`src/hdl/ssq_pkg.sv`:
```
// shared constants and types for the stable sorted priority queue
`default_nettype none

package ssq_pkg;

	localparam int QUEUE_DEPTH_DEF = 16;
	localparam int DATA_W          = 32;
	localparam int STATUS_W        = 2;
	localparam int FILL_W          = 5;

	localparam logic OP_ENQ = 1'b0;
	localparam logic OP_DEQ = 1'b1;

	localparam logic [STATUS_W-1:0] ST_DONE  = 2'd0;
	localparam logic [STATUS_W-1:0] ST_EMPTY = 2'd1;
	localparam logic [STATUS_W-1:0] ST_FULL  = 2'd2;

	typedef struct packed {
		logic load;
		logic exec;
	} ctl_cmd_t;

	typedef struct packed {
		logic out_blocked;
	} dp_stat_t;

endpackage

`default_nettype wire

```
`src/hdl/stable_sorted_priority_queue_top.sv`:
```
// top level of the stable sorted priority queue
`default_nettype none

// Holds up to QUEUE_DEPTH (value, weight) entries in ascending weight order; an
// enqueue lands after every entry of equal or smaller weight, a dequeue takes the
// head. Every transfer in gives exactly one result transfer out. An item is first
// captured; then every entry cell compares its weight with the key in parallel
// and the entries shift in place, a step that waits while out_stall holds a
// result. The next item is taken in the cycle after that step, so no new item
// is taken before the last one is through.

module stable_sorted_priority_queue_top #(
	parameter int QUEUE_DEPTH = ssq_pkg::QUEUE_DEPTH_DEF
) (
	input  wire logic                              clk,
	input  wire logic                              arst_n,
	input  wire logic                              in_valid,
	output logic                                   in_stall,
	input  wire logic                              opcode,
	input  wire logic signed [ssq_pkg::DATA_W-1:0] item_value,
	input  wire logic signed [ssq_pkg::DATA_W-1:0] item_weight,
	output logic                                   out_valid,
	input  wire logic                              out_stall,
	output logic [ssq_pkg::STATUS_W-1:0]           status,
	output logic signed [ssq_pkg::DATA_W-1:0]      out_value,
	output logic signed [ssq_pkg::DATA_W-1:0]      out_weight,
	output logic [ssq_pkg::FILL_W-1:0]             fill_count
);
	import ssq_pkg::*;

	ctl_cmd_t cmd;
	dp_stat_t stat;

	ssq_ctrl u_ctrl (
		.clk      (clk),
		.arst_n   (arst_n),
		.in_valid (in_valid),
		.in_stall (in_stall),
		.cmd      (cmd),
		.stat     (stat)
	);

	ssq_datapath #(
		.QUEUE_DEPTH (QUEUE_DEPTH)
	) u_dp (
		.clk         (clk),
		.arst_n      (arst_n),
		.cmd         (cmd),
		.stat        (stat),
		.opcode      (opcode),
		.item_value  (item_value),
		.item_weight (item_weight),
		.out_valid   (out_valid),
		.out_stall   (out_stall),
		.status      (status),
		.out_value   (out_value),
		.out_weight  (out_weight),
		.fill_count  (fill_count)
	);

endmodule

`default_nettype wire

```
`src/hdl/ssq_ctrl.sv`:
```
// controller state machine: capture, then execute when the result register is free
`default_nettype none

module ssq_ctrl (
	input  wire logic            clk,
	input  wire logic            arst_n,
	input  wire logic            in_valid,
	output logic                 in_stall,
	output ssq_pkg::ctl_cmd_t    cmd,
	input  wire ssq_pkg::dp_stat_t stat
);
	import ssq_pkg::*;

	typedef enum logic [1:0] {
		S_IDLE = 2'b01,
		S_EXEC = 2'b10
	} state_t;

	state_t state_q;
	state_t state_d;

	always_comb begin
		state_d   = state_q;
		in_stall  = 1'b1;
		cmd.load  = 1'b0;
		cmd.exec  = 1'b0;
		case (state_q)
			S_IDLE: begin
				in_stall = 1'b0;
				if (in_valid) begin
					cmd.load = 1'b1;
					state_d  = S_EXEC;
				end
			end
			S_EXEC: begin
				if (!stat.out_blocked) begin
					cmd.exec = 1'b1;
					state_d  = S_IDLE;
				end
			end
			default: begin
				state_d = S_IDLE;
			end
		endcase
	end

	always_ff @(posedge clk or negedge arst_n) begin
		if (!arst_n) begin
			state_q <= S_IDLE;
		end else begin
			state_q <= state_d;
		end
	end

endmodule

`default_nettype wire

```
`src/hdl/ssq_datapath.sv`:
```
// datapath: row of sorted entry cells, fill count and result register
`default_nettype none

module ssq_datapath #(
	parameter int QUEUE_DEPTH = ssq_pkg::QUEUE_DEPTH_DEF
) (
	input  wire logic                              clk,
	input  wire logic                              arst_n,
	input  wire ssq_pkg::ctl_cmd_t                 cmd,
	output ssq_pkg::dp_stat_t                      stat,
	input  wire logic                              opcode,
	input  wire logic signed [ssq_pkg::DATA_W-1:0] item_value,
	input  wire logic signed [ssq_pkg::DATA_W-1:0] item_weight,
	output logic                                   out_valid,
	input  wire logic                              out_stall,
	output logic [ssq_pkg::STATUS_W-1:0]           status,
	output logic signed [ssq_pkg::DATA_W-1:0]      out_value,
	output logic signed [ssq_pkg::DATA_W-1:0]      out_weight,
	output logic [ssq_pkg::FILL_W-1:0]             fill_count
);
	import ssq_pkg::*;

	localparam int CW = $clog2(QUEUE_DEPTH + 1);

	logic                     op_q;
	logic signed [DATA_W-1:0] key_val_q;
	logic signed [DATA_W-1:0] key_wgt_q;
	logic signed [DATA_W-1:0] val_q [QUEUE_DEPTH];
	logic signed [DATA_W-1:0] wgt_q [QUEUE_DEPTH];
	logic [CW-1:0]            count_q;
	logic [CW-1:0]            count_d;
	logic [CW+FILL_W-1:0]     count_ext;
	logic [QUEUE_DEPTH-1:0]   gt;
	logic                     full;
	logic                     empty;
	logic                     do_enq;
	logic                     do_deq;
	logic                     out_valid_q;
	logic [STATUS_W-1:0]      status_q;
	logic signed [DATA_W-1:0] out_value_q;
	logic signed [DATA_W-1:0] out_weight_q;
	logic [FILL_W-1:0]        fill_q;

	assign full   = (count_q == CW'(QUEUE_DEPTH));
	assign empty  = (count_q == '0);
	assign do_enq = (op_q == OP_ENQ) && !full;
	assign do_deq = (op_q == OP_DEQ) && !empty;

	always_comb begin
		count_d = count_q;
		if (do_enq) begin
			count_d = count_q + CW'(1);
		end else if (do_deq) begin
			count_d = count_q - CW'(1);
		end
	end

	assign count_ext        = {{FILL_W{1'b0}}, count_d};
	assign stat.out_blocked = out_valid_q && out_stall;

	always_ff @(posedge clk) begin
		if (cmd.load) begin
			op_q      <= opcode;
			key_val_q <= item_value;
			key_wgt_q <= item_weight;
		end
	end

	for (genvar i = 0; i < QUEUE_DEPTH; i++) begin : g_cell
		logic                     prev_gt;
		logic                     at_end;
		logic signed [DATA_W-1:0] prev_val;
		logic signed [DATA_W-1:0] prev_wgt;
		logic signed [DATA_W-1:0] next_val;
		logic signed [DATA_W-1:0] next_wgt;

		assign gt[i]  = (CW'(i) < count_q) && (wgt_q[i] > key_wgt_q);
		assign at_end = (CW'(i) == count_q);

		if (i == 0) begin : g_first
			assign prev_gt  = 1'b0;
			assign prev_val = key_val_q;
			assign prev_wgt = key_wgt_q;
		end else begin : g_rest
			assign prev_gt  = gt[i-1];
			assign prev_val = val_q[i-1];
			assign prev_wgt = wgt_q[i-1];
		end

		if (i == QUEUE_DEPTH - 1) begin : g_last
			assign next_val = val_q[i];
			assign next_wgt = wgt_q[i];
		end else begin : g_inner
			assign next_val = val_q[i+1];
			assign next_wgt = wgt_q[i+1];
		end

		always_ff @(posedge clk) begin
			if (cmd.exec) begin
				if (do_enq) begin
					if (prev_gt) begin
						val_q[i] <= prev_val;
						wgt_q[i] <= prev_wgt;
					end else if (gt[i] || at_end) begin
						val_q[i] <= key_val_q;
						wgt_q[i] <= key_wgt_q;
					end
				end else if (do_deq) begin
					val_q[i] <= next_val;
					wgt_q[i] <= next_wgt;
				end
			end
		end
	end

	always_ff @(posedge clk or negedge arst_n) begin
		if (!arst_n) begin
			count_q     <= '0;
			out_valid_q <= 1'b0;
		end else begin
			if (cmd.exec) begin
				count_q     <= count_d;
				out_valid_q <= 1'b1;
			end else if (out_valid_q && !out_stall) begin
				out_valid_q <= 1'b0;
			end
		end
	end

	always_ff @(posedge clk) begin
		if (cmd.exec) begin
			fill_q       <= count_ext[FILL_W-1:0];
			out_value_q  <= '0;
			out_weight_q <= '0;
			status_q     <= ST_DONE;
			if (op_q == OP_ENQ) begin
				if (full) begin
					status_q <= ST_FULL;
				end
			end else if (empty) begin
				status_q <= ST_EMPTY;
			end else begin
				out_value_q  <= val_q[0];
				out_weight_q <= wgt_q[0];
			end
		end
	end

	assign out_valid  = out_valid_q;
	assign status     = status_q;
	assign out_value  = out_value_q;
	assign out_weight = out_weight_q;
	assign fill_count = fill_q;

endmodule

`default_nettype wire

```
`config.mk`:
```
export PLATFORM = sky130hd
export DESIGN_NAME = stable_sorted_priority_queue_top
export DESIGN_NICKNAME = d
export VERILOG_FILES = /design/src/hdl/ssq_pkg.sv /design/src/hdl/stable_sorted_priority_queue_top.sv /design/src/hdl/ssq_ctrl.sv /design/src/hdl/ssq_datapath.sv
export SDC_FILE = /design/constraint.sdc
export NUM_CORES = 2
export LEC_CHECK = 0
export BUFFER_PORTS_ARGS = -buffer_cell sky130_fd_sc_hd__buf_2
export CAP_MARGIN = 20
export CORE_ASPECT_RATIO = 1.2
export CORE_MARGIN = 2
export CORE_UTILIZATION = 67
export DETAILED_ROUTE_END_ITERATION = 8
export GPL_TIMING_DRIVEN = 0
export MAX_ROUTING_LAYER = met4
export PLACE_DENSITY = 0.84
export SLEW_MARGIN = 0
export SYNTH_ARGS = -nofsm -noshare
export SYNTH_HDL_FRONTEND = slang
export SYNTH_SLANG_ARGS = --single-unit
```
`constraint.sdc`:
```
create_clock -name clk -period 14.9 [get_ports clk]
set_input_delay 3.725 -clock clk [delete_from_list [all_inputs] [get_ports clk]]
set_output_delay 3.725 -clock clk [all_outputs]
set_load 0.02 [all_outputs]
```
# Word-level counts from Yosys, hierarchy flattened

Memory sizes are Yosys's and may differ from the RTL's.
Cells that the tools add are included.

Flip-flop bits (word level): 144
Bits in writable memories: 1024
Input bits: 69
Output and inout port bits: 73
Memories kept: 2

Memory list:

| name       | words | width | rd ports | clocked after memory_dff | wr ports | RTL line           | RTL |
|---|---|---|---|---|---|---|---|
| u_dp.val_q | 16    | 32    | 16       | 0                        | 16       | ssq_datapath.sv:28 | `logic signed [DATA_W-1:0] val_q [QUEUE_DEPTH];` |
| u_dp.wgt_q | 16    | 32    | 16       | 0                        | 16       | ssq_datapath.sv:29 | `logic signed [DATA_W-1:0] wgt_q [QUEUE_DEPTH];` |

$add $sub $neg: 2
Order comparisons: 32
Equality and inequality tests: 20
Muxes and demuxes: 220
Bitwise logic cells: 63
Reductions and logical operators: 43

Operator list:

| kind                  | count |
|---|---|
| $mux W32              | 62 |
| $gt A32 B32 Y1        | 16 |
| $mux W1               | 151 |
| $or A1 B1 Y1          | 62 |
| $eq A4 B5 Y1 const A  | 8 |
| $lt A4 B5 Y1 const A  | 8 |
| $eq A3 B5 Y1 const A  | 4 |
| $logic_and A1 B1 Y1   | 20 |
| $lt A3 B5 Y1 const A  | 4 |
| $logic_or A1 B1 Y1    | 16 |
| $eq A2 B5 Y1 const A  | 2 |
| $lt A1 B5 Y1 const A  | 2 |
| $lt A2 B5 Y1 const A  | 2 |
| $mux W5               | 2 |
| $mux W2               | 4 |
| $add A5 B1 Y5 const B | 1 |
| $eq A1 B5 Y1 const A  | 1 |
| $eq A5 B5 Y1 const B  | 1 |
| $logic_not A5 Y1      | 1 |
| $sub A5 B1 Y5 const B | 1 |
| $ne A2 B2 Y1 const B  | 2 |
| $pmux W2 S2           | 1 |
| $logic_not A1 Y1      | 3 |
| $eq A2 B1 Y1 const B  | 1 |
| other kinds (5)       | 5 |

# Logic depth before layout (Yosys ltp)

An unclocked memory read counts as a cell.

Depth in word-level cells: 11
Mapped depth: 15

# Modules after synthesis

Synthesis repeated with hierarchy kept, for this count alone.

Cells, all modules: 6051
Area, all modules: 67491.0 sq um

By module, submodules not included:

| module       | instances | cells each | area an instance (sq um) | seq. area each (sq um) |
|---|---|---|---|---|
| ssq_datapath | 1         | 6043       | 67399.6                  | 34983.6 |
| ssq_ctrl     | 1         | 8          | 91.3                     | 51.3 |

# Least setup slack after synthesis

OpenSTA, ideal clock, no wires.

Path kind: input to register
From: input out_stall
To: memory u_dp.val_q[8][0], enable pin
Setup time: 0.574 ns
Arrival: 11.207 ns
Data required time: 14.326 ns
Setup slack: 3.119 ns
Cell stages on the path: 6
Cell sequence: a21oi_1 > clkbuf_1 > nand2_1 > clkbuf_1 > clkbuf_1 > o21ai_0

RTL lines:

| element            | RTL line                               | RTL |
|---|---|---|
| start: declaration | stable_sorted_priority_queue_top.sv:23 | `input wire logic out_stall,` |
| end: declaration   | ssq_datapath.sv:28                     |  |

==> metrics.md <==
| Metric | Value |
|---|---|
| Period Utilization, post-route | `51.44%` |
| Library cells used by synthesis | `71` |
| Hold path depth | `2` |
| Count of final hold-check violations | `0` |
| Vias in the first global route | `56285` |
| Chip height | `352.0 microns` |
| Pwr Total | `0.008769 W` |
| Hpwl dp | `182.3 mm` |
| Outcome | `finished, final reports clean` |
| Met2 WL | `111.8 mm` |
| Mapped Area | `67610 sq um` |
| Overflow after GRT | `0` |
| Core Area | `99950 sq um` |
| DRT iter0 DRCs | `6949` |
| Unrepaired setup endpoints after global routing | `no` |
| Synth Register Bits | `1168` |
| Most numerous cell in the Yosys netlist | `edfxtp_1` |
| Worst endpoint data arrival time | `8190 ps` |
| Cells on worst reg2reg path | `14` |
| Wire length per cell | `30.09 microns` |
| Post-CTS Setup Repair Bufs | `0` |
| Maximum vdd drop | `0.1085 mV` |
| Die area | `103500 sq um` |
| Hold Path Class | `register to register` |
| Area delta synth->final | `10.73%` |
| Clock Path Buffers | `3` |
| Final min period | `7665 ps` |
| Prevailing post-synth register cell | `edfxtp_1` |
| Hold_buf cts | `0` |
| Critical path peak fanout | `30` |
| Avg Inst Size Synth | `10.78 sq um` |
| Nets | `7155` |
| Critical Path Source Type | `primary input` |
| Clock sinks | `1168` |
| Critical Path RT | `15420 ps` |
| DR vias/cell | `7.065` |
| Starting Density | `67.65%` |
| Antenna-violating nets left | `0` |
| CTS root buf | `clkbuf_16` |
| Clock latency on the worst-skew pair | `810 ps` |
| TritonCTS buffer count | `118` |
| TNS Setup | `0 ps` |
| CP endpoint kind | `register` |
| Top cell type's share of synthesized area | `51.52%` |
| Post-route DRC | `0` |
| Global-route wire length before repair | `346.1 mm` |
| Via count | `56293` |
| Register area share after synthesis | `51.82%` |
| Input/output buffers | `141` |
| Max_cap viols | `0` |
| Worst-path clk slew | `60 ps` |
| CP Class | `primary input to register` |
| Placer Congestion | `1.031` |
| Yosys warnings | `0` |
| TritonCTS clock tree | `done` |
| Initial DRT Pass Iterations | `8` |
| Max-slew headroom | `17.22%` |
| Fin. max-slew vios | `0` |
| Largest net degree at the start of global routing | `68` |
| Wl on met1 | `80.25 mm` |
| Die X | `294.0 microns` |
| Cell taking the most area after synthesis | `edfxtp_1` |
| Number of synthesized flops with an enable pin | `1160` |
| Synthesized Nets | `6858` |
| Post_cts resized | `0` |
| Most frequent cells after synthesis | `1160 x edfxtp_1, 1102 x a21oi_1, 811 x nor2_1` |
| Setup ws final | `7235 ps` |
| Leakage | `31.80 nW` |
| Worst-margin pin slew | `1242 ps` |
| Synth area leaders | `edfxtp_1 52%, ha_1 9.6%, mux2i_1 9.4%, a21oi_1 8.2%, nor2_1 4.5%` |
| FFs w/ async S/R, synth | `0.6849%` |
| Final wirelength | `239.7 mm` |
| Pre-CTS setup slack | `6757 ps` |
| Wire length on met3 | `20.62 mm` |
| Pwr dens | `117.1 nW/um^2` |
| Max Fclk | `130.5 MHz` |
| Setup Viol. Count Final | `0` |
| Row cnt | `127` |
| Post-Synthesis Cells | `6272` |
| Clock Skew | `75.53 ps` |
| Final non-filler cell total | `7968` |
| Initial antenna violation count | `7` |
| Tot GR Track Use | `47.07%` |
| Placed insts | `7735` |
| Layout cells sized above 1 | `8.876%` |
| I/O Pins | `142` |
| H-tree depth | `3` |
| Top routing layer in use | `met4` |
[flip-flops by register name, summed over array words and instances, names as in the netlist, 2 cells and up]
name	cells
u_dp.out_weight	32
u_ctrl.state_q	2
u_dp.g_cell.prev_val	32
u_dp.status	2
u_dp.g_cell.prev_wgt	32
u_dp.fill_count	5
u_dp.val_q	512
u_dp.count_q	5
u_dp.wgt_q	512
u_dp.out_value	32
[metrics by stage]
step	util (%)	area, sq um	hold slack [ps]
floorplan	-	67610	504.6
global placement	69.97	69930	495.1
detailed placement	70.84	70800	501.3
CTS	74.81	74780	515.3
global route	74.90	74860	546.5
finish	74.90	74870	516.7
[critical path, cell delays in order]
cell	delay, ps
buf_2	90
a21oi_1	120
clkbuf_4	310
nand2_1	440
clkbuf_1	920
clkbuf_1	700
clkbuf_1	940
o21ai_4	380
buf_16	300
buf_12	190
[power breakdown]
part / switching (W) / total [W] / internal [W]
Combinational: 0.00103 / 0.00152 / 0.000492
Clock: 0.00140 / 0.00317 / 0.00177
Sequential: 0.000178 / 0.00407 / 0.00390
[cell families (layout without fill, tap and decap cells)]
family,Yosys count,in the layout,synth area share (%)
and+or+nand+nor,1883,1883,12.17
AOI/OAI and AO/OA,1501,1501,12.41
DFF,1168,1168,51.82
muxes,702,702,10.51
adders and majority gates,517,517,9.567
buffers and inverters,493,891,3.422
xor gates and xnor gates,8,8,0.1036
other,0,8,0
[cells in the final DEF, fill, tap and decap left out, types with 11 or more instances in the layout]
cell / count
and2_1: 70
buf_8: 12
nor4_1: 13
nor3_1: 23
nand4_1: 117
a21oi_1: 1102
clkbuf_16: 119
nor2_1: 810
nor2b_1: 21
mux2_2: 64
a31oi_1: 11
clkbuf_1: 289
a22oi_1: 74
clkinv_2: 24
buf_4: 22
inv_1: 65
o31ai_1: 16
edfxtp_1: 1160
nand3_1: 202
nand2_1: 537
buf_1: 26
mux2i_1: 638
o211ai_1: 91
buf_6: 19
ha_1: 517
buf_2: 231
bufinv_16: 16
or4_1: 20
a21o_1: 43
and4_1: 18
buf_12: 22
o21ai_0: 70
buf_16: 11
clkinv_1: 15
[layout make-up]
class	count	area (sq um)
Multi-Input combinational cell	4611	30430
Timing Repair Buffer	177	1470
Clock inverter	68	828.3
Tap cell	1290	1614
Clock buffer	153	3146
Inverter	65	244.0
Fill cell	7009	25080
Sequential cell	1168	35030
Buffer	428	2076
Antenna cell	8	20.02
[path summary, 6_finish.rpt]
path                                                        from                       endpoint  slack, ps
min reg2reg                           u_dp.out_valid$_DFFE_PN0P_     u_dp.out_valid$_DFFE_PN0P_        520
min                                   u_dp.out_valid$_DFFE_PN0P_     u_dp.out_valid$_DFFE_PN0P_        520
min in group asynchronous                                 arst_n    u_dp.count_q[3]$_DFFE_PN0P_       2810
max reg2reg                u_dp.g_cell[0].prev_wgt[31]$_DFFE_PP_   u_dp.wgt_q[15][20]$_DFFE_PP_       8510
max                                                    out_stall    u_dp.val_q[8][18]$_DFFE_PP_       7230
max in group asynchronous                                 arst_n  u_ctrl.state_q[0]$_DFFE_PN1P_      11800
[layer usage]
layer,track usage (%),vias to the layer above
li1,-,24054
met5,-,-
met2,72.98,3893
met1,52.13,27051
met3,7.641,1295
met4,42.82,0
No activity file was read; power rests on OpenSTA's default activity.
